### src/sv/xcs_pkg.sv
// shared types, constants and functions of the xmodem crc sender
`default_nettype none
package xcs_pkg;

  localparam int unsigned MaxBlockBytes = 1024;
  localparam int unsigned FifoDepth     = 4;

  localparam logic [7:0] BSoh = 8'h01;
  localparam logic [7:0] BStx = 8'h02;
  localparam logic [7:0] BEot = 8'h04;
  localparam logic [7:0] BAck = 8'h06;
  localparam logic [7:0] BNak = 8'h15;
  localparam logic [7:0] BCan = 8'h18;
  localparam logic [7:0] BC   = 8'h43;
  localparam logic [7:0] BK   = 8'h4b;

  typedef enum logic [2:0] {
    OpFile  = 3'd0,
    OpLine  = 3'd1,
    OpTmo   = 3'd2,
    OpSlot  = 3'd3,
    OpStart = 3'd4
  } op_e;

  typedef enum logic [2:0] {
    PhSync  = 3'd0,
    PhKwait = 3'd1,
    PhFill  = 3'd2,
    PhSend  = 3'd3,
    PhWait  = 3'd4,
    PhDone  = 3'd5,
    PhFail  = 3'd6
  } phase_e;

  typedef enum logic [2:0] {
    KNone  = 3'd0,
    KByte  = 3'd1,
    KData  = 3'd2,
    KSum   = 3'd3,
    KCrcHi = 3'd4,
    KCrcLo = 3'd5
  } kind_e;

  typedef enum logic [1:0] {
    RegSyncTry = 2'd0,
    RegRetry   = 2'd1,
    RegAckRead = 2'd2,
    RegEotTry  = 2'd3
  } reg_e;

  typedef struct packed {
    logic [2:0] operation;
    logic [7:0] data_byte;
    logic       end_of_file;
  } in_item_t;

  typedef struct packed {
    logic       tx_valid;
    logic [7:0] tx_byte;
    logic       need_data;
    logic [1:0] status;
  } out_item_t;

  typedef struct packed {
    logic [7:0] sync_try_limit;
    logic [7:0] retry_limit;
    logic [7:0] ack_read_limit;
    logic [7:0] eot_try_limit;
  } cfg_t;

  // one command for the back end
  typedef struct packed {
    kind_e      kind;
    logic [7:0] byte_val;
    logic       clr;
    logic       need_data;
    logic [1:0] status;
  } cmd_t;

  function automatic logic [15:0] crc_byte(logic [15:0] crc, logic [7:0] b);
    logic [15:0] c;
    c = crc ^ {b, 8'h00};
    for (int k = 0; k < 8; k++) begin
      if (c[15]) c = {c[14:0], 1'b0} ^ 16'h1021;
      else c = {c[14:0], 1'b0};
    end
    return c;
  endfunction

endpackage
`default_nettype wire

### src/sv/xcs_back.sv
// back end: command queue, check accumulators and output register
`default_nettype none
module xcs_back (
  input  wire logic               clk_i,
  input  wire logic               rst_ni,
  input  wire logic               push_i,
  input  wire xcs_pkg::cmd_t      push_cmd_i,
  output logic [2:0]              fifo_cnt_o,
  output logic                    out_valid_o,
  input  wire logic               out_ready_i,
  output xcs_pkg::out_item_t      out_data_o
);
  import xcs_pkg::*;

  cmd_t        fifo_q [FifoDepth];
  logic [1:0]  wp_q, rp_q;
  logic [2:0]  cnt_q;
  logic        pop;
  cmd_t        head;
  logic [15:0] crc_q, crc_d;
  logic [7:0]  sum_q, sum_d;
  out_item_t   res, out_q;
  logic        out_v_q;

  assign head       = fifo_q[rp_q];
  assign pop        = (cnt_q != 3'd0) && (!out_v_q || out_ready_i);
  assign fifo_cnt_o = cnt_q;

  always_comb begin
    crc_d = crc_q; sum_d = sum_q;
    res.tx_valid  = head.kind != KNone;
    res.need_data = head.need_data;
    res.status    = head.status;
    case (head.kind)
      KSum:    res.tx_byte = sum_q;
      KCrcHi:  res.tx_byte = crc_q[15:8];
      KCrcLo:  res.tx_byte = crc_q[7:0];
      KNone:   res.tx_byte = 8'h00;
      default: res.tx_byte = head.byte_val;
    endcase
    if (head.kind == KData) begin
      crc_d = crc_byte(crc_q, head.byte_val);
      sum_d = sum_q + head.byte_val;
    end
    if (head.clr) begin
      crc_d = '0; sum_d = '0;
    end
  end

  always_ff @(posedge clk_i or negedge rst_ni) begin
    if (!rst_ni) begin
      wp_q <= '0; rp_q <= '0; cnt_q <= '0; out_v_q <= 1'b0;
      crc_q <= '0; sum_q <= '0;
    end else begin
      if (push_i) wp_q <= wp_q + 2'd1;
      if (pop) begin
        rp_q <= rp_q + 2'd1;
        crc_q <= crc_d; sum_q <= sum_d;
      end
      cnt_q <= cnt_q + {2'b00, push_i} - {2'b00, pop};
      if (pop) out_v_q <= 1'b1;
      else if (out_ready_i) out_v_q <= 1'b0;
    end
  end

  always_ff @(posedge clk_i) begin
    if (push_i) fifo_q[wp_q] <= push_cmd_i;
    if (pop) out_q <= res;
  end

  assign out_valid_o = out_v_q;
  assign out_data_o  = out_q;
endmodule
`default_nettype wire

### config.mk
export PLATFORM = sky130hd
export DESIGN_NAME = xcs_back
export DESIGN_NICKNAME = d
export VERILOG_FILES = /design/src/sv/xcs_pkg.sv /design/src/sv/xcs_back.sv
export SDC_FILE = /design/constraint.sdc
export NUM_CORES = 1
export LEC_CHECK = 0
export ABC_AREA = 1
export BUFFER_PORTS_ARGS = -buffer_cell sky130_fd_sc_hd__buf_4
export CAP_MARGIN = 0
export CORE_MARGIN = 1
export CORE_UTILIZATION = 43
export CTS_CLUSTER_SIZE = 20
export DETAILED_ROUTE_END_ITERATION = 7
export HOLD_SLACK_MARGIN = 0.02
export PLACE_DENSITY_LB_ADDON = 0.08
export REMOVE_ABC_BUFFERS = 1
export SKIP_CTS_REPAIR_TIMING = 1
export SLEW_MARGIN = 20
export SYNTH_ARGS = -nofsm -noshare
export SYNTH_HDL_FRONTEND = slang
export SYNTH_SLANG_ARGS = --single-unit
### constraint.sdc
create_clock -name clk_i -period 2.9 [get_ports clk_i]
set_input_delay 0.29 -clock clk_i [delete_from_list [all_inputs] [get_ports clk_i]]
set_output_delay 0.29 -clock clk_i [all_outputs]
set_load 0.02 [all_outputs]
==> metrics, run 1 <==
outcome finished, final reports clean; headroom to the max-slew limit 52.0%; maximum number of buffers from clock root to sink 2; hold_sp push_cmd_i[3]; Core Box Area 11400 um^2; wire length of the first global-routing pass 17800 um; GRT Util Overall 20.2%; final count of pins violating max slew 0; weighted congestion reported at the end of routability-driven placement 0.838; pin count of the biggest net entering global routing 33; clock tree from TritonCTS built; detailed-route via count 3564; kind of end point of the critical path flop; final std cells w/o fill 704; Die Footprint 12100 um^2; Worst EP required 3.15 ns; drt initial violations 180; CTS sink cnt 104; antenna diode count 0; Std-Cell Rows 39; routed wire length per instance 15.3 um; width of the die 110 um; setup-violating endpoint count in the final report 0; clock tree skew after final layout 0.00720 ns; root buffer selected by CTS sky130_fd_sc_hd__clkbuf_16; Final Hold Viols 0; number of buffers added on ports 34; mean cell area of the mapped netlist 9.70 um^2; source-to-sink clock delay at the later pin of the worst-skew pair 0.35 ns; part of the Yosys area used for sequential elements 59.3%; post-synthesis cell area 5000 um^2; cts bufs inserted 9; number of antenna violations at the first check in global routing 0; unique cell type count in the Yosys netlist 34; Register-to-Register Path Depth 12; H-Tree Depth 3; Via density 5.06; power consumption 6.65 mW; primary flip-flop cell chosen by synthesis mapping sky130_fd_sc_hd__edfxtp_1; post-synthesis cell count 515; power per standard cell area 1170 nW/um^2; die outline height 110 um; final worst path period need 2.50 ns; share of layout cells above drive strength 1 13.0%; launch instance of the worst register-to-register path rp_q[1]$_DFFE_PN0P_; EDFF count, synth 72; leak pwr 2.56 nW; Max-cap violations 0; number of nets in the layout 590; Critical Path Start Type flop; final critical-path share of the clock period 86.2%; top-level I/O count 35; crit path max fanout 15; Overflow after GRT 0; first-pass detailed-route iteration total 4; DRC violation count after routing 0; setup repair after global routing missed its margin false; clock slew at the register clock pins of the worst setup and hold paths 0.07 ns; Yosys warning count 0; type of the setup path with the least slack reg -> reg; number of storage elements in the synthesis netlist 104; post-route ant nets 0; maximum operating frequency 400 MHz; total half-perimeter wirelength after legalization and detailed placement 7430 um; maximum ir drop on the vdd rail 0.760 mV; endpoint with the worst hold slack fifo_q[2][3]$_DFFE_PP_; area grow syn2layout 14.0%; HP Class in -> reg; Fin Setup TNS 0 ns; effective utilization at floorplan 44.0%; via count of the first global-routing pass 3583; instance count along the most critical hold path 1; share of flip-flops with an asynchronous set or reset 30.8%; WP data arrival 2.75 ns; wire length after detailed routing 10800 um; destination of the worst register-to-register timing path sum_q[7]$_DFFE_PN0P_; actual transition at the worst max-transition pin 0.719 ns; reg-to-reg setup timing slack 0.40 ns; cell total after placement 687; Filler cells 1032
## sequential cells by signal, indices dropped and copies added, names as in the netlist
| register | flops |
|---|---|
| fifo_q | 60 |
| crc_q | 16 |
| out_data_o | 12 |
| sum_q | 8 |
| fifo_cnt_o | 3 |
| rp_q | 2 |
| wp_q | 2 |
| out_valid_o | 1 |
## critical path, stage by stage (launching register included)
cell and delay, ns:
sky130_fd_sc_hd__dfrtp_1 0.56, sky130_fd_sc_hd__inv_2 0.34, sky130_fd_sc_hd__nand3_1 0.19, sky130_fd_sc_hd__nand2_1 0.14
sky130_fd_sc_hd__inv_1 0.07, sky130_fd_sc_hd__ha_1 0.34, sky130_fd_sc_hd__a21oi_1 0.17, sky130_fd_sc_hd__nand2_1 0.11
sky130_fd_sc_hd__nand2_1 0.07, sky130_fd_sc_hd__nand3_1 0.09, sky130_fd_sc_hd__a21oi_1 0.12, sky130_fd_sc_hd__nand3b_1 0.12
sky130_fd_sc_hd__nand2_1 0.06
## where the power goes
group / switching, mW / internal [mW]
Combinational: 2.16 / 1.04
Sequential: 0.218 / 2.06
Clock: 0.568 / 0.600
Total: 2.94 / 3.70
## final cells by class
class | count | area [um^2] | area share [%]
clock buffer | 9 | 225 | 3.95
clock inverter | 7 | 62.6 | 1.10
inverter | 42 | 158 | 2.77
multi-input combinational | 356 | 1780 | 31.3
sequential | 104 | 2960 | 52.0
tap | 143 | 179 | 3.14
timing repair buffer | 43 | 325 | 5.71
## kinds of logic (layout without fill, tap and decap cells)
group / Yosys count / count (layout) / synth area share, %
AO/OA/AOI/OAI: 40 / 40 / 4.98
AND/OR/NAND/NOR: 292 / 292 / 25.1
flip-flops: 104 / 104 / 59.3
buffers and inverters: 55 / 101 / 5.01
XOR/XNOR: 9 / 9 / 1.58
adder cells (fa/ha/maj): 15 / 15 / 4.06
## synth_stat cells, types with 3 or more instances
master / instances / share of area [%]
sky130_fd_sc_hd__buf_2: 5 / 0.50
sky130_fd_sc_hd__buf_4: 4 / 0.60
sky130_fd_sc_hd__o21ai_0: 13 / 1.3
sky130_fd_sc_hd__o21ai_1: 5 / 0.50
sky130_fd_sc_hd__a22oi_1: 8 / 1.2
sky130_fd_sc_hd__a21oi_1: 6 / 0.60
sky130_fd_sc_hd__inv_2: 5 / 0.38
sky130_fd_sc_hd__buf_6: 3 / 0.68
sky130_fd_sc_hd__xnor2_1: 4 / 0.70
sky130_fd_sc_hd__inv_1: 37 / 2.8
sky130_fd_sc_hd__nand2_1: 198 / 15
sky130_fd_sc_hd__nor2_1: 17 / 1.3
sky130_fd_sc_hd__ha_1: 13 / 3.3
sky130_fd_sc_hd__dfrtp_1: 32 / 16
sky130_fd_sc_hd__nand3b_1: 4 / 0.60
sky130_fd_sc_hd__edfxtp_1: 72 / 43
sky130_fd_sc_hd__nand3_1: 64 / 6.4
sky130_fd_sc_hd__o22ai_1: 3 / 0.38
sky130_fd_sc_hd__xor2_1: 5 / 0.88
## worst max path at each step
stage                              from                   end  slack, ns  depth (start not counted)
floorplan           rp_q[0]$_DFFE_PN0P_  sum_q[4]$_DFFE_PN0P_       0.33                         13
global route        rp_q[1]$_DFFE_PN0P_  sum_q[4]$_DFFE_PN0P_       0.15                         12
finish              rp_q[1]$_DFFE_PN0P_  sum_q[7]$_DFFE_PN0P_       0.40                         12
global placement    rp_q[1]$_DFFE_PN0P_  sum_q[4]$_DFFE_PN0P_       0.46                         12
CTS                 rp_q[1]$_DFFE_PN0P_  sum_q[7]$_DFFE_PN0P_       0.39                         12
detailed placement  rp_q[1]$_DFFE_PN0P_  sum_q[7]$_DFFE_PN0P_       0.38                         12
## routing by layer
layer  track usage [%]  share of wire [%]  wire [um]  up-vias
met5                 0                  0          0        -
met1              25.9                 46       4910     1679
met4              8.10                1.8        195        0
li1                  -                  -          -     1802
met3              4.92                4.6        499       15
met2              32.8                 48       5180       68
## cells in the final DEF, fill, tap and decap left out, types with 3 or more instances in the layout
cell type	count
sky130_fd_sc_hd__buf_4	42
sky130_fd_sc_hd__o21ai_0	13
sky130_fd_sc_hd__nand2_1	198
sky130_fd_sc_hd__inv_2	5
sky130_fd_sc_hd__ha_1	13
sky130_fd_sc_hd__clkbuf_16	9
sky130_fd_sc_hd__inv_1	37
sky130_fd_sc_hd__o22ai_1	3
sky130_fd_sc_hd__nand3b_1	4
sky130_fd_sc_hd__edfxtp_1	72
sky130_fd_sc_hd__dfrtp_1	32
sky130_fd_sc_hd__a21oi_1	6
sky130_fd_sc_hd__xor2_1	5
sky130_fd_sc_hd__o21ai_1	5
sky130_fd_sc_hd__clkinv_4	3
sky130_fd_sc_hd__nor2_1	17
sky130_fd_sc_hd__a22oi_1	8
sky130_fd_sc_hd__nand3_1	64
sky130_fd_sc_hd__xnor2_1	4
## metrics by stage
stage / util (%) / hold WS [ns] / instance area (um^2) / setup WS [ns]
final: 50.1 / 0.133 / 5700 / 0.399
after global routing: 50.1 / 0.124 / 5700 / 0.148
after CTS: 50.0 / -0.111 / 5690 / 0.391
after detailed placement: 47.5 / 0.270 / 5400 / 0.383
after global placement: 47.5 / 0.271 / 5400 / 0.463
after floorplan: - / -0.00559 / 4900 / 0.331
Note: power is estimated with default switching activity, not from simulation.
==> run 2: changes to the inputs <==
--- a/config.mk
+++ b/config.mk
@@ -6,12 +6,13 @@
 export NUM_CORES = 1
 export LEC_CHECK = 0
 export ABC_AREA = 1
-export BUFFER_PORTS_ARGS = -buffer_cell sky130_fd_sc_hd__buf_4
+export ABC_CLOCK_PERIOD_IN_PS = 2900
 export CAP_MARGIN = 0
 export CORE_MARGIN = 1
 export CORE_UTILIZATION = 43
 export CTS_CLUSTER_SIZE = 20
 export DETAILED_ROUTE_END_ITERATION = 7
+export DONT_BUFFER_PORTS = 1
 export HOLD_SLACK_MARGIN = 0.02
 export PLACE_DENSITY_LB_ADDON = 0.08
 export REMOVE_ABC_BUFFERS = 1
==> run 2 against run 1 <==
- clock skew grew 0.0010 ns
- sequential power up 6%
- first-iteration DRC count is 4.4% higher
- final cell count decreased by 2.8%
- non-clock buffer count down 20
- critical path type unchanged
- highest routed layer unchanged
==> metrics, run 2 (same netlist as run 1, synthesis figures left out) <==
outcome finished, final reports clean; final count of pins violating max slew 0; Crit path largest cell delay 0.41 ns; actual transition at the worst max-transition pin 0.729 ns; maximum number of buffers from clock root to sink 2; die outline height 110 um; share of layout cells above drive strength 1 6.84%; timing startpoint of the critical path rp_q[0]$_DFFE_PN0P_; clock tree skew after final layout 0.00821 ns; cts bufs inserted 9; maximum operating frequency 425 MHz; setup repair after global routing missed its margin false; GRT Util Overall 20.3%; Final Hold Viols 0; Std-Cell Rows 39; net switching power figure 2.94 mW; max reg flops 60; clock tree from TritonCTS built; Register-to-Register Path Depth 13; reg-to-reg setup timing slack 0.54 ns; Die Footprint 12100 um^2; number of antenna violations at the first check in global routing 0; number of buffers added on ports 0; Core Box Area 11400 um^2; power per standard cell area 1160 nW/um^2; post-route ant nets 0; pin count of the biggest net entering global routing 33; clock share of power 18.4%; detailed-route via count 3562; HP Class in -> reg; root buffer selected by CTS sky130_fd_sc_hd__clkbuf_16; hold_sp push_cmd_i[6]; drt initial violations 188; sequential fraction of design power 37.1%; switching part of the total 45.1%; share of power burned in combinational logic 44.4%; multi-input gate area in the final layout 1780 um^2; H-Tree Depth 3; destination of the worst register-to-register timing path sum_q[7]$_DFFE_PN0P_; wire length after detailed routing 11200 um; WP data arrival 2.60 ns; kind of end point of the critical path flop; CP cell instances inv_2, nand2_1, nand3_1, nand2_1, inv_1, ha_1, a21oi_1, nand2_1, nand2_1, nand3_1, a21oi_1, nand3b_1, nand2_1; instance count along the most critical hold path 0; DRC violation count after routing 0; wire length of the first global-routing pass 17800 um; launch instance of the worst register-to-register path rp_q[0]$_DFFE_PN0P_; first-pass detailed-route iteration total 4; source-to-sink clock delay at the later pin of the worst-skew pair 0.36 ns; Worst EP required 3.15 ns; power consumption 6.52 mW; maximum ir drop on the vdd rail 0.661 mV; Fin Setup TNS 0 ns; count of buffer and inverter cells on the critical path 2; number of nets in the layout 570; Overflow after GRT 0; most common cell after layout, fill and taps aside sky130_fd_sc_hd__nand2_1; leading cell types in the layout, fill and taps excluded sky130_fd_sc_hd__nand2_1 (198), sky130_fd_sc_hd__edfxtp_1 (72), sky130_fd_sc_hd__nand3_1 (64); crit path max fanout 32; leak pwr 2.46 nW; via count of the first global-routing pass 3470; cell with the largest stage delay on the worst path sky130_fd_sc_hd__inv_2; Via density 5.21; weighted congestion reported at the end of routability-driven placement 0.769; final critical-path share of the clock period 81.2%; antenna diode count 0; CTS sink cnt 104; Critical Path Start Type flop; effective utilization at floorplan 44.0%; cell type group with the largest total delay on the critical path simple AND/OR/NAND/NOR gates; Max-cap violations 0; type of the setup path with the least slack reg -> reg; cell repeated most along the worst path sky130_fd_sc_hd__nand2_1; width of the die 110 um; combined flip-flop and latch cell area 2960 um^2; setup-violating endpoint count in the final report 0; total half-perimeter wirelength after legalization and detailed placement 7290 um; register ranked first by flip-flop count fifo_q; top-level I/O count 35; endpoint with the worst hold slack fifo_q[2][6]$_DFFE_PP_; area grow syn2layout 12.2%; final worst path period need 2.36 ns; Filler cells 1069; routed wire length per instance 16.4 um; internal power contribution 3.58 mW; headroom to the max-slew limit 51.4%; clock slew at the register clock pins of the worst setup and hold paths 0.07 ns
run 2: cell count changes in the layout (fill, tap and decap cells not counted), sizes merged:
cell / previous run / this run
buf: 42 / 6
clkbuf: 9 / 10
clkinv: 4 / 1
dlygate4sd3: 1 / 17
inv: 45 / 47
run 2: worst max path at each step:
| stage | end | cells past startpoint |
|---|---|---|
| 2_1_floorplan | sum_q[4]$_DFFE_PN0P_ | 13 |
| 3_3_place_gp | sum_q[7]$_DFFE_PN0P_ | 13 |
| 3_5_place_dp | sum_q[7]$_DFFE_PN0P_ | 13 |
| 4_1_cts | sum_q[7]$_DFFE_PN0P_ | 13 |
| 5_1_grt | sum_q[7]$_DFFE_PN0P_ | 13 |
| 6_report | sum_q[7]$_DFFE_PN0P_ | 13 |
run 2: metal layers:
metal	vias to the layer above	routed length (um)	track usage [%]
li1	1757	-	-
met1	1710	5010	25.7
met2	81	5420	33.7
met3	14	612	5.10
met4	0	157	6.86
met5	-	0	0
run 2: worst register-to-register path: stages, from the launching register on:
cell                       delay (ns)
sky130_fd_sc_hd__dfrtp_1         0.39
sky130_fd_sc_hd__inv_2           0.41
sky130_fd_sc_hd__nand2_1         0.10
sky130_fd_sc_hd__nand3_1         0.13
sky130_fd_sc_hd__nand2_1         0.11
sky130_fd_sc_hd__inv_1           0.09
sky130_fd_sc_hd__ha_1            0.28
sky130_fd_sc_hd__a21oi_1         0.16
sky130_fd_sc_hd__nand2_1         0.11
sky130_fd_sc_hd__nand2_1         0.08
sky130_fd_sc_hd__nand3_1         0.10
sky130_fd_sc_hd__a21oi_1         0.12
sky130_fd_sc_hd__nand3b_1        0.11
sky130_fd_sc_hd__nand2_1         0.05
run 2: power by group through the flow:
stage / Clock (mW) / Combinational [mW] / Sequential [mW]
floorplan: 0 / 2.05 / 2.44
global placement: 0 / 2.83 / 2.45
detailed placement: 0 / 2.87 / 2.46
CTS: 1.24 / 2.88 / 2.43
global route: 1.29 / 3.31 / 2.47
finish: 1.20 / 2.89 / 2.42
run 2: area by class of cell:
type	instances	area share [%]
clock buffer	10	4.26
clock inverter	6	0.982
inverter	42	2.81
multi-input combinational	356	31.8
sequential	104	52.9
tap	143	3.19
timing repair buffer	23	4.06
run 2: metrics by stage:
stage | utilization, % | hold slack [ns] | std cells | cell area (um^2) | setup WS, ns
CTS | 47.6 | -0.393 | 666 | 5420 | 0.531
detailed placement | 45.0 | -0.00465 | 650 | 5120 | 0.537
floorplan | - | -0.00559 | 502 | 4900 | 0.331
finish | 49.3 | 0.0315 | 684 | 5610 | 0.544
global route | 49.3 | 0.0207 | 684 | 5610 | 0.242
global placement | 45.0 | -0.00471 | 650 | 5120 | 0.604
==> run 3: changes to the inputs <==
--- a/config.mk
+++ b/config.mk
@@ -6,7 +6,7 @@
 export NUM_CORES = 1
 export LEC_CHECK = 0
 export ABC_AREA = 1
-export ABC_CLOCK_PERIOD_IN_PS = 2900
+export ABC_CLOCK_PERIOD_IN_PS = 1900
 export CAP_MARGIN = 0
 export CORE_MARGIN = 1
 export CORE_UTILIZATION = 43
==> constraint.sdc (replaced) <==
create_clock -name clk_i -period 1.9 [get_ports clk_i]
set_input_delay 0.19 -clock clk_i [delete_from_list [all_inputs] [get_ports clk_i]]
set_output_delay 0.19 -clock clk_i [all_outputs]
set_load 0.02 [all_outputs]
==> run 3 against run 2 <==
- the flow now finishes with violations (setup timing)
- critical path depth increased by 1
- cell area increased by 22%
- combinational power increased to 2.5 times the previous value
- clock skew about the same
- final cell count increased by 11%
- register-to-register slack got worse by 0.69 ns
- core utilization increased by 11 points
- global-route usage increased by 0.16 points
- sequential power increased by 52%
- largest cell class unchanged
- largest power group unchanged
- highest routed layer unchanged
==> metrics, run 3 (same netlist as run 1, synthesis figures left out) <==
outcome finished with violations; violated checks setup timing; clock tree skew after final layout 0.00802 ns; actual transition at the worst max-transition pin 0.390 ns; clock slew at the register clock pins of the worst setup and hold paths 0.07 ns; CTS sink cnt 104; Core Box Area 11400 um^2; Worst EP required 2.15 ns; endpoint with the worst hold slack out_valid_o$_DFFE_PN0P_; routed wire length per instance 16.3 um; drt initial violations 215; number of buffers added on ports 0; post-route ant nets 0; top-level I/O count 35; leak pwr 3.01 nW; share of the core filled with cells in the final layout 60.3%; WP data arrival 2.30 ns; cell total after placement 700; die outline height 110 um; final worst path period need 2.05 ns; worst hold margin 0.0167 ns; Filler cells 972; hold_sp out_ready_i; Die Footprint 12100 um^2; effective utilization at floorplan 44.0%; maximum number of buffers from clock root to sink 2; clock tree from TritonCTS built; Max-cap violations 0; max reg flops 60; weighted congestion reported at the end of routability-driven placement 0.787; Fin Setup TNS -2.93 ns; Final Hold Viols 0; reg-to-reg setup timing slack -0.15 ns; launch instance of the worst register-to-register path rp_q[0]$_DFFE_PN0P_; Std-Cell Rows 39; root buffer selected by CTS sky130_fd_sc_hd__clkbuf_16; maximum ir drop on the vdd rail 0.891 mV; source-to-sink clock delay at the later pin of the worst-skew pair 0.36 ns; final count of pins violating max slew 0; Overflow after GRT 0; power per standard cell area 1880 nW/um^2; post-route setup slack -0.149 ns; register ranked first by flip-flop count fifo_q; HP Class in -> reg; wire length after detailed routing 12300 um; final std cells w/o fill 757; number of nets in the layout 643; width of the die 110 um; setup-violating endpoint count in the final report 32; maximum operating frequency 488 MHz; most common cell after layout, fill and taps aside sky130_fd_sc_hd__nand2_1; detailed-route via count 3899; DRC violation count after routing 0; share of layout cells above drive strength 1 34.0%; kind of end point of the critical path flop; instance count along the most critical hold path 3; Critical Path Start Type flop; crit path max fanout 6; total half-perimeter wirelength after legalization and detailed placement 7810 um; Via density 5.15; headroom to the max-slew limit 73.9%; leading cell types in the layout, fill and taps excluded sky130_fd_sc_hd__nand2_1 (157), sky130_fd_sc_hd__edfxtp_1 (72), sky130_fd_sc_hd__buf_4 (60); pin count of the biggest net entering global routing 33; final critical-path share of the clock period 108%; first-pass detailed-route iteration total 4; antenna diode count 0; wire length of the first global-routing pass 17900 um; area grow syn2layout 37.2%; type of the setup path with the least slack reg -> reg; number of antenna violations at the first check in global routing 0; Register-to-Register Path Depth 14; GRT Util Overall 20.4%; setup repair after global routing missed its margin true; H-Tree Depth 3; via count of the first global-routing pass 3597; power consumption 12.9 mW; destination of the worst register-to-register timing path sum_q[7]$_DFFE_PN0P_; cts bufs inserted 9
==> run 3: changes by cell type in the layout (fill, tap and decap cells not counted), moves of 5 or more <==
cell	delta
sky130_fd_sc_hd__ha_1	-7
sky130_fd_sc_hd__ha_4	+6
sky130_fd_sc_hd__buf_6	+8
sky130_fd_sc_hd__o21ai_2	+6
sky130_fd_sc_hd__nand2_2	+27
sky130_fd_sc_hd__nand2_4	+14
sky130_fd_sc_hd__inv_1	-8
sky130_fd_sc_hd__buf_4	+55
sky130_fd_sc_hd__clkbuf_16	+5
sky130_fd_sc_hd__o21ai_0	-6
sky130_fd_sc_hd__nand3_2	+23
sky130_fd_sc_hd__nand2_1	-41
sky130_fd_sc_hd__nand3_1	-27
==> run 3: worst max-delay path: stages (launching register included) <==
cell	delay [ns]
sky130_fd_sc_hd__dfrtp_2	0.45
sky130_fd_sc_hd__buf_6	0.14
sky130_fd_sc_hd__buf_8	0.13
sky130_fd_sc_hd__nand2_1	0.06
sky130_fd_sc_hd__nand3_1	0.11
sky130_fd_sc_hd__nand2_2	0.11
sky130_fd_sc_hd__inv_4	0.05
sky130_fd_sc_hd__ha_2	0.17
sky130_fd_sc_hd__a21oi_2	0.17
sky130_fd_sc_hd__nand2_2	0.11
sky130_fd_sc_hd__nand2_2	0.10
sky130_fd_sc_hd__nand3_4	0.08
sky130_fd_sc_hd__a21oi_2	0.09
sky130_fd_sc_hd__nand3b_1	0.10
sky130_fd_sc_hd__nand2_1	0.05
==> run 3: worst max path at each step <==
stage | start | to | slack [ns] | depth (start not counted)
after floorplan | rp_q[0]$_DFFE_PN0P_ | sum_q[4]$_DFFE_PN0P_ | -0.67 | 13
after global placement | rp_q[0]$_DFFE_PN0P_ | sum_q[7]$_DFFE_PN0P_ | -0.22 | 13
after detailed placement | rp_q[0]$_DFFE_PN0P_ | out_data_o[8]$_DFFE_PP_ | -0.28 | 9
after CTS | rp_q[0]$_DFFE_PN0P_ | out_data_o[8]$_DFFE_PP_ | -0.28 | 9
after global routing | rp_q[0]$_DFFE_PN0P_ | sum_q[7]$_DFFE_PN0P_ | -0.30 | 14
final | rp_q[0]$_DFFE_PN0P_ | sum_q[7]$_DFFE_PN0P_ | -0.15 | 14
==> run 3: cell type report <==
type                    count  area [um^2]  area share, %
repair buffers             96          946           13.8
clock buffers               9          225           3.28
clock inverters             7         90.1           1.31
flip-flops and latches    104         2960           43.2
multi-input cells         356         2270           33.2
inverters                  42          178           2.59
well taps                 143          179           2.61
==> run 3: stage by stage <==
step,cell area (um^2),worst slack [ns]
after floorplan,4900,-0.669
after global placement,5530,-0.223
after detailed placement,5530,-0.275
after CTS,5850,-0.279
after global routing,6860,-0.304
final,6860,-0.149
==> run 3: power breakdown <==
part | switching (mW) | internal (mW)
logic | 4.15 | 3.10
clock network | 0.906 | 1.05
registers | 0.513 | 3.16
total | 5.57 | 7.31
==> run 3: metal layers <==
metal	GRT usage [%]	share of wire, %	vias to the layer above
met3	4.33	4.7	15
met4	7.05	1.5	0
met2	33.6	49	94
li1	-	-	1909
met1	26.7	45	1881
met5	0	0	-
